--- src/rtl/core/m3au_pkg.sv ---
// ----------------------------------------------------------------------------
// m3au_pkg
// Shared types, codes and the product sequence table of the 3x3 fixed-point
// matrix arithmetic unit.
// ----------------------------------------------------------------------------
package m3au_pkg;

    // Fixed-point format and derived widths.
    localparam int FRAC_BITS = 16;
    localparam int PROD_W    = 64;
    localparam int FPROD_W   = PROD_W - FRAC_BITS;
    localparam int SUM_W     = FPROD_W + 2;
    localparam int NUM_W     = 32 + FRAC_BITS;
    localparam int CNT_W     = $clog2(NUM_W + 1);
    localparam int PC_W      = 6;

    // Operation codes.
    typedef logic [3:0] t_func;
    localparam t_func F_LOAD  = 4'd0;
    localparam t_func F_MUL   = 4'd1;
    localparam t_func F_ADD   = 4'd2;
    localparam t_func F_SUB   = 4'd3;
    localparam t_func F_SCALE = 4'd4;
    localparam t_func F_NEG   = 4'd5;
    localparam t_func F_TRANS = 4'd6;
    localparam t_func F_INV   = 4'd7;
    localparam t_func F_DET   = 4'd8;
    localparam t_func F_EQUAL = 4'd9;
    localparam t_func F_IDENT = 4'd10;

    // Status codes.
    typedef logic [1:0] t_status;
    localparam t_status ST_DONE  = 2'd0;
    localparam t_status ST_TRUE  = 2'd1;
    localparam t_status ST_FALSE = 2'd2;
    localparam t_status ST_SING  = 2'd3;

    // Operand sources of the shared multiplier.
    localparam logic [4:0] SRC_ACC   = 5'd0;
    localparam logic [4:0] SRC_B     = 5'd9;
    localparam logic [4:0] SRC_TMP   = 5'd18;
    localparam logic [4:0] SRC_SCALE = 5'd27;

    // Destination code of the determinant register.
    localparam logic [3:0] DST_DET = 4'd9;

    // Entry points of the product sequences.
    localparam logic [PC_W-1:0] MM_PC  = 6'd0;
    localparam logic [PC_W-1:0] SC_PC  = 6'd27;
    localparam logic [PC_W-1:0] DET_PC = 6'd36;

    // Index of the last division (element 8).
    localparam logic [3:0] LAST_IDX = 4'd8;

    // Terms of each adjugate element: t0*t1 - t2*t3.
    localparam logic [3:0] ADJ_T [9][4] = '{
        '{4'd4, 4'd8, 4'd5, 4'd7}, '{4'd2, 4'd7, 4'd1, 4'd8}, '{4'd1, 4'd5, 4'd2, 4'd4},
        '{4'd5, 4'd6, 4'd3, 4'd8}, '{4'd0, 4'd8, 4'd2, 4'd6}, '{4'd2, 4'd3, 4'd0, 4'd5},
        '{4'd3, 4'd7, 4'd4, 4'd6}, '{4'd1, 4'd6, 4'd0, 4'd7}, '{4'd0, 4'd4, 4'd1, 4'd3}
    };

    // One multiply-accumulate step.
    typedef struct packed {
        logic [4:0] src_a;
        logic [4:0] src_b;
        logic       sub;
        logic       last;
        logic [3:0] dst;
        logic       fin;
    } t_step;

    // Controller to datapath commands.
    typedef struct packed {
        logic            latch;
        logic            elem;
        logic            mul;
        logic            mac;
        logic            copy;
        logic            div_start;
        logic            set_sing;
        logic [PC_W-1:0] pc;
        logic [3:0]      div_idx;
    } t_cmd;

    // Datapath to controller status.
    typedef struct packed {
        logic det_zero;
        logic div_done;
    } t_sts;

    // Saturate a wide signed sum to 32 bits.
    function automatic logic signed [31:0] sat32(input logic signed [SUM_W-1:0] v);
        logic signed [31:0] res;
        if (v[SUM_W-1:31] == '0 || v[SUM_W-1:31] == '1) begin
            res = v[31:0];
        end else if (v[SUM_W-1]) begin
            res = 32'sh8000_0000;
        end else begin
            res = 32'sh7FFF_FFFF;
        end
        return res;
    endfunction

    // Product sequence table: matrix product, scale, adjugate and determinant.
    function automatic t_step step_rom(input logic [PC_W-1:0] pc);
        t_step s;
        s = '0;
        // Matrix product, three terms per element.
        for (int r = 0; r < 3; r++) begin
            for (int c = 0; c < 3; c++) begin
                for (int k = 0; k < 3; k++) begin
                    if (pc == PC_W'(int'(MM_PC) + r * 9 + c * 3 + k)) begin
                        s.src_a = 5'(int'(SRC_ACC) + r * 3 + k);
                        s.src_b = 5'(int'(SRC_B) + k * 3 + c);
                        s.last  = (k == 2);
                        s.dst   = 4'(r * 3 + c);
                        s.fin   = (r == 2) && (c == 2) && (k == 2);
                    end
                end
            end
        end
        // Scale by the scalar.
        for (int i = 0; i < 9; i++) begin
            if (pc == PC_W'(int'(SC_PC) + i)) begin
                s.src_a = 5'(int'(SRC_ACC) + i);
                s.src_b = SRC_SCALE;
                s.last  = 1'b1;
                s.dst   = 4'(i);
                s.fin   = (i == 8);
            end
        end
        // Adjugate, two terms per element.
        for (int k = 0; k < 9; k++) begin
            if (pc == PC_W'(int'(DET_PC) + 2 * k)) begin
                s.src_a = 5'(int'(SRC_ACC) + int'(ADJ_T[k][0]));
                s.src_b = 5'(int'(SRC_ACC) + int'(ADJ_T[k][1]));
            end
            if (pc == PC_W'(int'(DET_PC) + 2 * k + 1)) begin
                s.src_a = 5'(int'(SRC_ACC) + int'(ADJ_T[k][2]));
                s.src_b = 5'(int'(SRC_ACC) + int'(ADJ_T[k][3]));
                s.sub   = 1'b1;
                s.last  = 1'b1;
                s.dst   = 4'(k);
            end
        end
        // Determinant by expansion along row 0.
        for (int j = 0; j < 3; j++) begin
            if (pc == PC_W'(int'(DET_PC) + 18 + j)) begin
                s.src_a = 5'(int'(SRC_ACC) + j);
                s.src_b = 5'(int'(SRC_TMP) + 3 * j);
                s.last  = (j == 2);
                s.dst   = DST_DET;
                s.fin   = (j == 2);
            end
        end
        return s;
    endfunction

endpackage

--- src/rtl/core/m3au_ctrl.sv ---
// ----------------------------------------------------------------------------
// m3au_ctrl
// Controller: dispatches each operation and steps the product sequences and
// the divisions of the inverse.
// ----------------------------------------------------------------------------
module m3au_ctrl (
    input  logic            i_clk,
    input  logic            i_rst_n,
    input  logic            start,
    input  logic [3:0]      i_func,
    input  m3au_pkg::t_sts  i_sts,
    output m3au_pkg::t_cmd  o_cmd,
    output logic            busy,
    output logic            o_done
);

    typedef enum logic [3:0] {
        S_IDLE, S_ELEM, S_MUL, S_ACC, S_COPY, S_CHK, S_DIV_GO, S_DIV_WAIT, S_OUT
    } t_state;

    typedef enum logic [1:0] {
        G_FIRST, G_ADJ, G_FINAL
    } t_stage;

    t_state                       r_state;
    t_stage                       r_stage;
    logic [m3au_pkg::PC_W-1:0]    r_pc;
    logic [3:0]                   r_idx;
    m3au_pkg::t_step              step;

    assign step = m3au_pkg::step_rom(r_pc);

    // State and sequence counters.
    always_ff @(posedge i_clk) begin
        if (!i_rst_n) begin
            r_state <= S_IDLE;
            r_stage <= G_FINAL;
            r_pc    <= '0;
            r_idx   <= '0;
        end else begin
            unique case (r_state)
                S_IDLE: begin
                    if (start) begin
                        unique case (i_func)
                            m3au_pkg::F_MUL: begin
                                r_pc    <= m3au_pkg::MM_PC;
                                r_stage <= G_FIRST;
                                r_state <= S_MUL;
                            end
                            m3au_pkg::F_SCALE: begin
                                r_pc    <= m3au_pkg::SC_PC;
                                r_stage <= G_FIRST;
                                r_state <= S_MUL;
                            end
                            m3au_pkg::F_INV: begin
                                r_pc    <= m3au_pkg::DET_PC;
                                r_stage <= G_ADJ;
                                r_state <= S_MUL;
                            end
                            default: begin
                                r_state <= S_ELEM;
                            end
                        endcase
                    end
                end
                S_ELEM, S_COPY: begin
                    r_pc    <= m3au_pkg::DET_PC;
                    r_stage <= G_FINAL;
                    r_state <= S_MUL;
                end
                S_MUL: begin
                    r_state <= S_ACC;
                end
                S_ACC: begin
                    if (step.fin) begin
                        unique case (r_stage)
                            G_FIRST: r_state <= S_COPY;
                            G_ADJ:   r_state <= S_CHK;
                            default: r_state <= S_OUT;
                        endcase
                    end else begin
                        r_pc    <= r_pc + 1'b1;
                        r_state <= S_MUL;
                    end
                end
                S_CHK: begin
                    r_idx   <= '0;
                    r_state <= i_sts.det_zero ? S_OUT : S_DIV_GO;
                end
                S_DIV_GO: begin
                    r_state <= S_DIV_WAIT;
                end
                S_DIV_WAIT: begin
                    if (i_sts.div_done) begin
                        if (r_idx == m3au_pkg::LAST_IDX) begin
                            r_state <= S_COPY;
                        end else begin
                            r_idx   <= r_idx + 1'b1;
                            r_state <= S_DIV_GO;
                        end
                    end
                end
                S_OUT: begin
                    r_state <= S_IDLE;
                end
                default: begin
                    r_state <= S_IDLE;
                end
            endcase
        end
    end

    // Commands to the datapath.
    always_comb begin
        o_cmd           = '0;
        o_cmd.latch     = start && (r_state == S_IDLE);
        o_cmd.elem      = (r_state == S_ELEM);
        o_cmd.mul       = (r_state == S_MUL);
        o_cmd.mac       = (r_state == S_ACC);
        o_cmd.copy      = (r_state == S_COPY);
        o_cmd.div_start = (r_state == S_DIV_GO);
        o_cmd.set_sing  = (r_state == S_CHK) && i_sts.det_zero;
        o_cmd.pc        = r_pc;
        o_cmd.div_idx   = r_idx;
    end

    assign busy   = (r_state != S_IDLE);
    assign o_done = (r_state == S_OUT);

endmodule

--- config.mk ---
export PLATFORM = sky130hd
export DESIGN_NAME = m3au_ctrl
export DESIGN_NICKNAME = d
export VERILOG_FILES = /design/src/rtl/core/m3au_pkg.sv /design/src/rtl/core/m3au_ctrl.sv
export SDC_FILE = /design/constraint.sdc
export NUM_CORES = 1
export LEC_CHECK = 0
export ABC_AREA = 1
export BUFFER_PORTS_ARGS = -buffer_cell sky130_fd_sc_hd__buf_2
export CAP_MARGIN = 40
export CORE_ASPECT_RATIO = 1.75
export CORE_UTILIZATION = 48
export DETAILED_ROUTE_END_ITERATION = 12
export GPL_TIMING_DRIVEN = 0
export PLACE_DENSITY_LB_ADDON = 0.2
export SYNTH_ARGS = -nofsm -noshare
export SYNTH_HDL_FRONTEND = slang
export SYNTH_SLANG_ARGS = --single-unit
--- constraint.sdc ---
create_clock -name i_clk -period 2.75 [get_ports i_clk]
set_input_delay 0.55 -clock i_clk [delete_from_list [all_inputs] [get_ports i_clk]]
set_output_delay 0.55 -clock i_clk [all_outputs]
set_load 0.02 [all_outputs]
==> flow_summary.yaml, run 1 <==
run_status:
  status: "completed"
clock_tree:
  ctsResizeCount: 0
  htree_levels: 1
  cts_buffers: 3
  hold_buffers: 0
  cts_tree: "yes"
  clock-sinks: 16
  path_clk_slew_ns: 0.07
  cts_root_buffer: "clkbuf_8"
  post_cts_buffers: 0
  clockBufferDepth: 2
  clk_latency_ns: 0.26
logic_synthesis:
  synth_nets: 211
  synth_area_um2: 1200
  synth_warnings: 0
  ys_types: 22
  syn_avg_cell_area_um2: 6.07
  synth_top_area_share_pct: 26.8
  synth-seq-cells: 16
  ys_seq_area_share_pct: 26.8
  synth_area_leaders: "dfxtp_1 27%, nand2_1 14%, inv_1 10%, nor2_1 9.1%, nand3_1 8.4%"
  netlist_instances: 197
  synth_top_area_cell: "dfxtp_1"
sta:
  rsz0062_at_grt: "no"
  tightest_slew_ns: 0.410
  slew_violations: 0
  fin_tns_setup_ns: 0
  timing.final.crit_share_pct: 70.1
  fin_ws_ns: 0.823
  final_hold_viol_count: 0
  max_slew_margin_pct: 72.7
  setup_viol_count_final: 0
  fmax_ghz: 0.519
  finClkSkew_ns: 0.00109
  fin_crit_ns: 1.93
power:
  swShare_pct: 39.4
  power_frac_seq_pct: 36.4
  switching_power_uw: 311
  ir_drop_mv: 0.362
  pwr-share-clk_pct: 27.6
  total_leakage_power_uw: 0.000765
  p_comb_share_pct: 36.0
  p_total_uw: 789
  powerDensity_nw_per_um2: 558
  intPower_uw: 478
grt:
  first_global_vias: 1209
  track_usage_pct: 24.4
  overflow: 0
  grt_pass1_wl_mm: 4.57
  antenna_found_initial: 0
  grt_start_max_net_pins: 11
setup_path:
  end_kind: "primary output"
  crit_fanout: 6
  crit_type: "register to primary output"
  worstPathArrival_ns: 1.38
  cp_data_required_time_ns: 2.20
  start_kind: "register"
final_layout:
  drive_above_1_share_pct: 22.9
  area_growth_pct: 18.1
  finalNetCount: 242
  fin_util_pct: 60.6
  num_antenna_cells: 0
die:
  fp.dieH_um: 68.0
  fp.dieW_um: 39.7
  die_area_um2: 2700
  start_util_pct: 51.3
  rows: 23
  ios: 28
  core_area_um2: 2330
detailed_routing:
  drtAntennaViolNets: 0
  drt_iter0_markers: 36
  vias: 1305
  totalWireLength_mm: 2.77
  dr.pass1.iters: 4
  via_per_inst: 5.18
  drc: 0
  wl_per_cell_um: 11.0
place:
  hpwl_mm: 2.29
  pre_cts_slack_ns: 1.06
  numPortBuffers: 26
  gp_congestion: 0.867
job:
  cap_violations: 0
worst_hold_path:
  hp-class: "register to register"
## path summary, 6_finish.rpt
path | start | end | slack [ns] | cells past startpoint
max | r_state[2]$_SDFFE_PN0P_ | o_cmd[10] | 0.82 | 5
min | r_stage[0]$_SDFFE_PN0P_ | r_stage[0]$_SDFFE_PN0P_ | 0.47 | 2
max reg2reg | r_pc[0]$_SDFFE_PN0P_ | r_pc[0]$_SDFFE_PN0P_ | 1.11 | 12
min reg2reg | r_stage[0]$_SDFFE_PN0P_ | r_stage[0]$_SDFFE_PN0P_ | 0.47 | 2
## synth_stat cells
cell type / n
a21oi_1: 7
a21oi_2: 1
a31oi_1: 1
a41oi_1: 1
clkbuf_1: 1
dfxtp_1: 16
ha_1: 5
inv_1: 33
inv_2: 4
nand2_1: 44
nand2_2: 6
nand2_4: 2
nand3_1: 20
nand4_1: 3
nor2_1: 29
nor2_2: 4
nor2_4: 4
nor3_1: 2
nor3b_2: 1
o21ai_0: 10
o21ai_1: 2
or2_1: 1
## layer usage
metal  up-vias  routed length, um  track usage, %
li1        675                  -               -
met1       598               1060            19.8
met2        23               1560            48.6
met3         9                 60            4.22
met4         0                 85            14.2
met5         -                  0               0
## cell type report
type	count	area (um2)
fill	240	918
tap	25	31.3
inverter	37	139
sequential	16	320
timing repair buffer	26	130
clock buffer	4	55.1
buffer	1	3.75
multi-input combinational	143	733
## per-stage QoR
stage / instance area, um2 / hold WS (ns) / std cells
global route: 1410 / 0.488 / 252
CTS: 1410 / 0.466 / 252
floorplan: 1200 / 0.439 / 197
global placement: 1360 / 0.454 / 248
detailed placement: 1360 / 0.462 / 248
finish: 1410 / 0.469 / 252
## state kept, by name (all words and copies together), names as in the netlist
signal   cells
r_idx        4
r_pc         6
r_stage      2
r_state      4
## power groups by stage
stage	combinational, uW	clock [uW]	sequential [uW]
floorplan	195	0	308
global placement	279	0	291
detailed placement	285	0	293
CTS	286	223	287
global route	324	231	291
finish	284	218	287
## worst max-delay path, stage by stage (launching register included)
cell	delay, ns
dfxtp_1	0.42
inv_2	0.10
nor2_4	0.12
nand3_1	0.13
nor2_1	0.16
buf_2	0.19
## cell families after synthesis
family | count (synthesis) | share of synthesized area, %
compound gates | 22 | 9.94
fa+ha+maj | 5 | 5.23
buf+inv | 38 | 11.9
flops | 16 | 26.8
simple gates | 116 | 46.1
## cells in the final DEF, fill, tap and decap left out, types with 2 or more instances in the layout
| cell | count |
|---|---|
| nand2_1 | 44 |
| inv_1 | 33 |
| nor2_1 | 29 |
| buf_2 | 26 |
| nand3_1 | 20 |
| dfxtp_1 | 16 |
| o21ai_0 | 10 |
| a21oi_1 | 7 |
| nand2_2 | 6 |
| ha_1 | 5 |
| inv_2 | 4 |
| nor2_4 | 4 |
| nor2_2 | 4 |
| clkbuf_8 | 4 |
| nand4_1 | 3 |
| nand2_4 | 2 |
| nor3_1 | 2 |
| o21ai_1 | 2 |
(Power assumes the default switching activity.)
==> run 2, diff against run 1 <==
- clock period: 2.75 -> 1.6 ns (I/O delays scaled with it)
==> flow_summary.yaml, run 2 (same netlist as run 1, synthesis figures left out) <==
sta:
  timing.final.crit_share_pct: 99.1
  slew_violations: 0
  rsz0062_at_grt: "yes"
  setup_viol_count_final: 0
  fmax_ghz: 0.631
  fin_crit_ns: 1.59
  finClkSkew_ns: 0.000994
  fin_ws_ns: 0.0146
  tightest_slew_ns: 0.439
  final_hold_viol_count: 0
  max_slew_margin_pct: 70.7
power:
  switching_power_uw: 584
  total_leakage_power_uw: 0.000790
  intPower_uw: 863
  p_comb_share_pct: 39.3
  p_total_uw: 1450
  ir_drop_mv: 0.640
  powerDensity_nw_per_um2: 951
  power_frac_seq_pct: 34.3
  swShare_pct: 40.4
  pwr-share-clk_pct: 26.4
setup_path:
  crit_fanout: 9
  cp_data_required_time_ns: 1.28
  worstPathArrival_ns: 1.27
  crit_type: "register to primary output"
  start_kind: "register"
  reg2reg_slack_ns: 0.09
  end_kind: "primary output"
detailed_routing:
  drtAntennaViolNets: 0
  vias: 1359
  drc: 0
  drt_iter0_markers: 24
  via_per_inst: 5.29
  totalWireLength_mm: 3.04
  dr.pass1.iters: 4
  wl_per_cell_um: 11.8
clock_tree:
  cts_buffers: 3
  cts_root_buffer: "clkbuf_8"
  clk_latency_ns: 0.26
  htree_levels: 1
  path_clk_slew_ns: 0.07
  clock-sinks: 16
  clockBufferDepth: 2
  cts_tree: "yes"
grt:
  overflow: 0
  track_usage_pct: 24.6
  antenna_found_initial: 0
  first_global_vias: 1229
  grt_pass1_wl_mm: 4.62
  grt_start_max_net_pins: 11
final_layout:
  num_antenna_cells: 0
  n_fill_cell: 227
  largest_reg_flops: 6
  mostFrequentLayoutCells: "41 x nand2_1, 32 x inv_1, 27 x nor2_1, 24 x buf_2, 18 x nand3_1"
  largestRegisters: "r_pc: 6 flops, r_idx: 4 flops, r_state: 4 flops"
  finalNetCount: 247
  area_growth_pct: 27.2
  regMostFlops: "r_pc"
  layout_commonest_cell: "nand2_1"
  drive_above_1_share_pct: 31.5
die:
  die_area_um2: 2700
  fp.dieW_um: 39.7
  rows: 23
  ios: 28
  fp.dieH_um: 68.0
  core_area_um2: 2330
  start_util_pct: 51.3
place:
  numPortBuffers: 26
  gp_congestion: 0.867
  hpwl_mm: 2.29
  pre_cts_slack_ns: -0.0418
job:
  cap_violations: 0
run_status:
  status: "completed"
worst_hold_path:
  hp-class: "input pin to register"
[run 2: cell types whose count changed in the layout (fill, tap and decap cells not counted), sizes merged]
cell,previous run,this run
nand2,52,53
buf,26,30
[run 2: layout make-up]
type                       count  area [um2]  area share [%]
inverter                      37         139            9.13
sequential                    16         338            22.2
timing repair buffer          30         169            11.1
buffer                         1        3.75           0.247
tap                           25        31.3            2.06
clock buffer                   4        55.1            3.62
multi-input combinational    144         786            51.6
[run 2: final timing paths]
check / startpoint / endpoint / depth (start not counted)
worst max-delay path: r_state[2]$_SDFFE_PN0P_ / o_cmd[13] / 4
worst min-delay path: i_sts[0] / r_state[0]$_SDFFE_PN0P_ / 3
worst max register to register: r_pc[0]$_SDFFE_PN0P_ / r_pc[1]$_SDFFE_PN0P_ / 12
worst min register to register: r_stage[0]$_SDFFE_PN0P_ / r_stage[0]$_SDFFE_PN0P_ / 2
[run 2: metal layers]
layer | GRT usage, % | vias up | wire length (um)
met2 | 49.4 | 33 | 1690
met1 | 19.8 | 627 | 1160
met3 | 4.22 | 11 | 80
met5 | 0 | - | 0
li1 | - | 688 | -
met4 | 14.2 | 0 | 107
[run 2: power by group through the flow]
stage                     registers (uW)  logic, uW  clock network (uW)
after floorplan                      529        336                   0
after global placement               500        480                   0
after detailed placement             503        491                   0
after CTS                            497        496                 383
after global routing                 501        634                 399
final                                496        569                 382
[run 2: critical path: stages, from the launching register on]
cell,delay [ns]
dfxtp_4,0.37
inv_2,0.11
nand2_4,0.08
nor2_4,0.23
buf_2,0.22
[run 2: what timing repair did]
item,CTS,global route
cloned,0,1
setup buffers,1,3
pin swaps,0,5
hold buffers,0,0
setup endpoints to repair,8,10
gates resized for setup,7,19
[run 2: stage by stage]
step | utilization (%) | instance area, um2 | hold slack [ns] | setup TNS (ns) | cells
final | 65.3 | 1520 | 0.443 | 0 | 257
after global routing | 65.3 | 1520 | 0.457 | -0.0705 | 257
after CTS | 61.6 | 1440 | 0.450 | -0.00390 | 253
after detailed placement | 58.2 | 1360 | 0.462 | -0.142 | 248
after global placement | 58.2 | 1360 | 0.454 | 0 | 248
after floorplan | - | 1200 | 0.439 | 0 | 197
==> run 3, diff against run 2 <==
- CORE_ASPECT_RATIO: 1.75 -> 0.8
==> flow_summary.yaml, run 3 (same netlist as run 1, synthesis figures left out) <==
run_status:
  status: "finished, violations left"
  violations: "DRC, setup timing"
power:
  ir_drop_mv: 0.482
  p_total_uw: 1320
  total_leakage_power_uw: 0.000792
  p_comb_share_pct: 44.9
  switching_power_uw: 582
  powerDensity_nw_per_um2: 872
  power_frac_seq_pct: 38.3
  pwr-share-clk_pct: 16.9
  intPower_uw: 733
  swShare_pct: 44.2
job:
  cap_violations: 0
die:
  fp.dieW_um: 57.8
  start_util_pct: 53.1
  rows: 15
  ios: 28
  core_area_um2: 2250
  die_area_um2: 2700
  fp.dieH_um: 46.7
sta:
  fin_ws_ns: -0.0601
  finClkSkew_ns: 0.00204
  setup_viol_count_final: 1
  fin_crit_ns: 1.66
  slew_violations: 0
  fmax_ghz: 0.602
  timing.final.crit_share_pct: 104
  max_slew_margin_pct: 69.2
  worst_hold_slack_ns: 0.375
  final_hold_viol_count: 0
  tightest_slew_ns: 0.461
setup_path:
  start_kind: "register"
  r2r-start: "r_pc[0]$_SDFFE_PN0P_"
  reg2reg_slack_ns: -0.06
  crit_type: "register to register"
  crit_fanout: 5
  worstPathArrival_ns: 1.84
  end_kind: "register"
  cp_data_required_time_ns: 1.78
  rr_endpoint: "r_pc[0]$_SDFFE_PN0P_"
  reg2regPathDepth: 10
place:
  numPortBuffers: 26
  dpl-instance-area_um2: 1360
  pre_cts_slack_ns: 0.000785
  hpwl_mm: 2.36
  gp_congestion: 0.861
  dp.cells: 248
final_layout:
  largestRegisters: "r_pc: 6 flops, r_idx: 4 flops, r_state: 4 flops"
  finalNetCount: 249
  regMostFlops: "r_pc"
  final_cell_count_no_fill: 258
  area_growth_pct: 26.2
  num_antenna_cells: 0
  finalInstanceArea_um2: 1510
  largest_reg_flops: 6
  mostFrequentLayoutCells: "38 x nand2_1, 30 x inv_1, 27 x nor2_1, 24 x buf_2, 18 x nand3_1"
  drive_above_1_share_pct: 33.0
  layout_commonest_cell: "nand2_1"
detailed_routing:
  totalWireLength_mm: 3.36
  wl_per_cell_um: 13.0
  dr.pass1.iters: 8
  drc: 1
  drtAntennaViolNets: 0
  drt_iter0_markers: 80
  via_per_inst: 5.41
  vias: 1395
clock_tree:
  htree_levels: 1
  cts_tree: "yes"
  clock-sinks: 16
  clk_latency_ns: 0.29
  clockBufferDepth: 2
  cts_buffers: 3
  path_clk_slew_ns: 0.10
  cts_root_buffer: "clkbuf_4"
worst_hold_path:
  hold_path_startpoint: "i_sts[0]"
  min_path_cells: 3
  hp-class: "input pin to register"
  holdPathEnd: "r_state[1]$_SDFFE_PN0P_"
grt:
  grt_start_max_net_pins: 11
  track_usage_pct: 23.6
  first_global_vias: 1107
  grt_pass1_wl_mm: 4.71
  overflow: 0
  antenna_found_initial: 0
==> run 3: cell types whose count changed in the layout (fill, tap and decap cells not counted), sizes merged <==
cell / previous run / this run
buf: 30 / 32
clkbuf: 5 / 4
==> run 3: worst max path at each step <==
stage                            startpoint                    to  slack, ns  depth (start not counted)
floorplan              r_pc[0]$_SDFFE_PN0P_  r_pc[0]$_SDFFE_PN0P_       0.02                         12
global placement       r_pc[0]$_SDFFE_PN0P_  r_pc[0]$_SDFFE_PN0P_       0.03                         12
detailed placement     r_pc[0]$_SDFFE_PN0P_  r_pc[3]$_SDFFE_PN0P_     0.0008                         13
CTS                 r_state[2]$_SDFFE_PN0P_             o_cmd[10]     -0.005                          5
global route           r_pc[0]$_SDFFE_PN0P_  r_pc[0]$_SDFFE_PN0P_      -0.09                         10
finish                 r_pc[0]$_SDFFE_PN0P_  r_pc[0]$_SDFFE_PN0P_      -0.06                         10
==> run 3: through the flow <==
step	TNS, ns	utilization [%]
floorplan	0	-
global placement	0	60.3
detailed placement	0	60.3
CTS	-0.00472	62.7
global route	-0.141	67.0
finish	-0.0601	67.0
==> run 3: power by group through the flow <==
stage / Sequential, uW / Clock (uW) / Combinational [uW]
6_report: 503 / 222 / 590
5_1_grt: 511 / 237 / 647
4_1_cts: 498 / 221 / 514
3_5_place_dp: 503 / 0 / 495
3_3_place_gp: 499 / 0 / 480
2_1_floorplan: 529 / 0 / 336
==> run 3: critical path: stages, from the launching register on <==
cell	delay [ns]
dfxtp_4	0.38
ha_1	0.24
inv_1	0.09
nand3_1	0.10
nand2_2	0.09
nand2_2	0.07
nand2_2	0.09
nand2_4	0.07
buf_4	0.14
a21oi_1	0.20
nor2_1	0.09
==> run 3: layout make-up <==
type	instances	area, um2
inverters	37	149
multi-input cells	144	779
clock buffers	3	22.5
well taps	25	31.3
plain buffers	1	3.75
repair buffers	32	180
flip-flops and latches	16	343
fillers	208	743
==> run 3: repair_timing <==
action,4_1_cts,5_1_grt
setup endpoints to repair,10,12
cloned,0,1
hold buffers,0,0
pin swaps,2,7
buffers inserted,2,4
gates resized for setup,9,24
==> run 3: metal layers <==
layer	vias up	wire length [um]	global-route usage, %
met5	-	0	0
met4	0	55	3.33
met3	8	294	6.18
met2	67	1610	41.1
met1	631	1390	30.3
li1	689	-	-
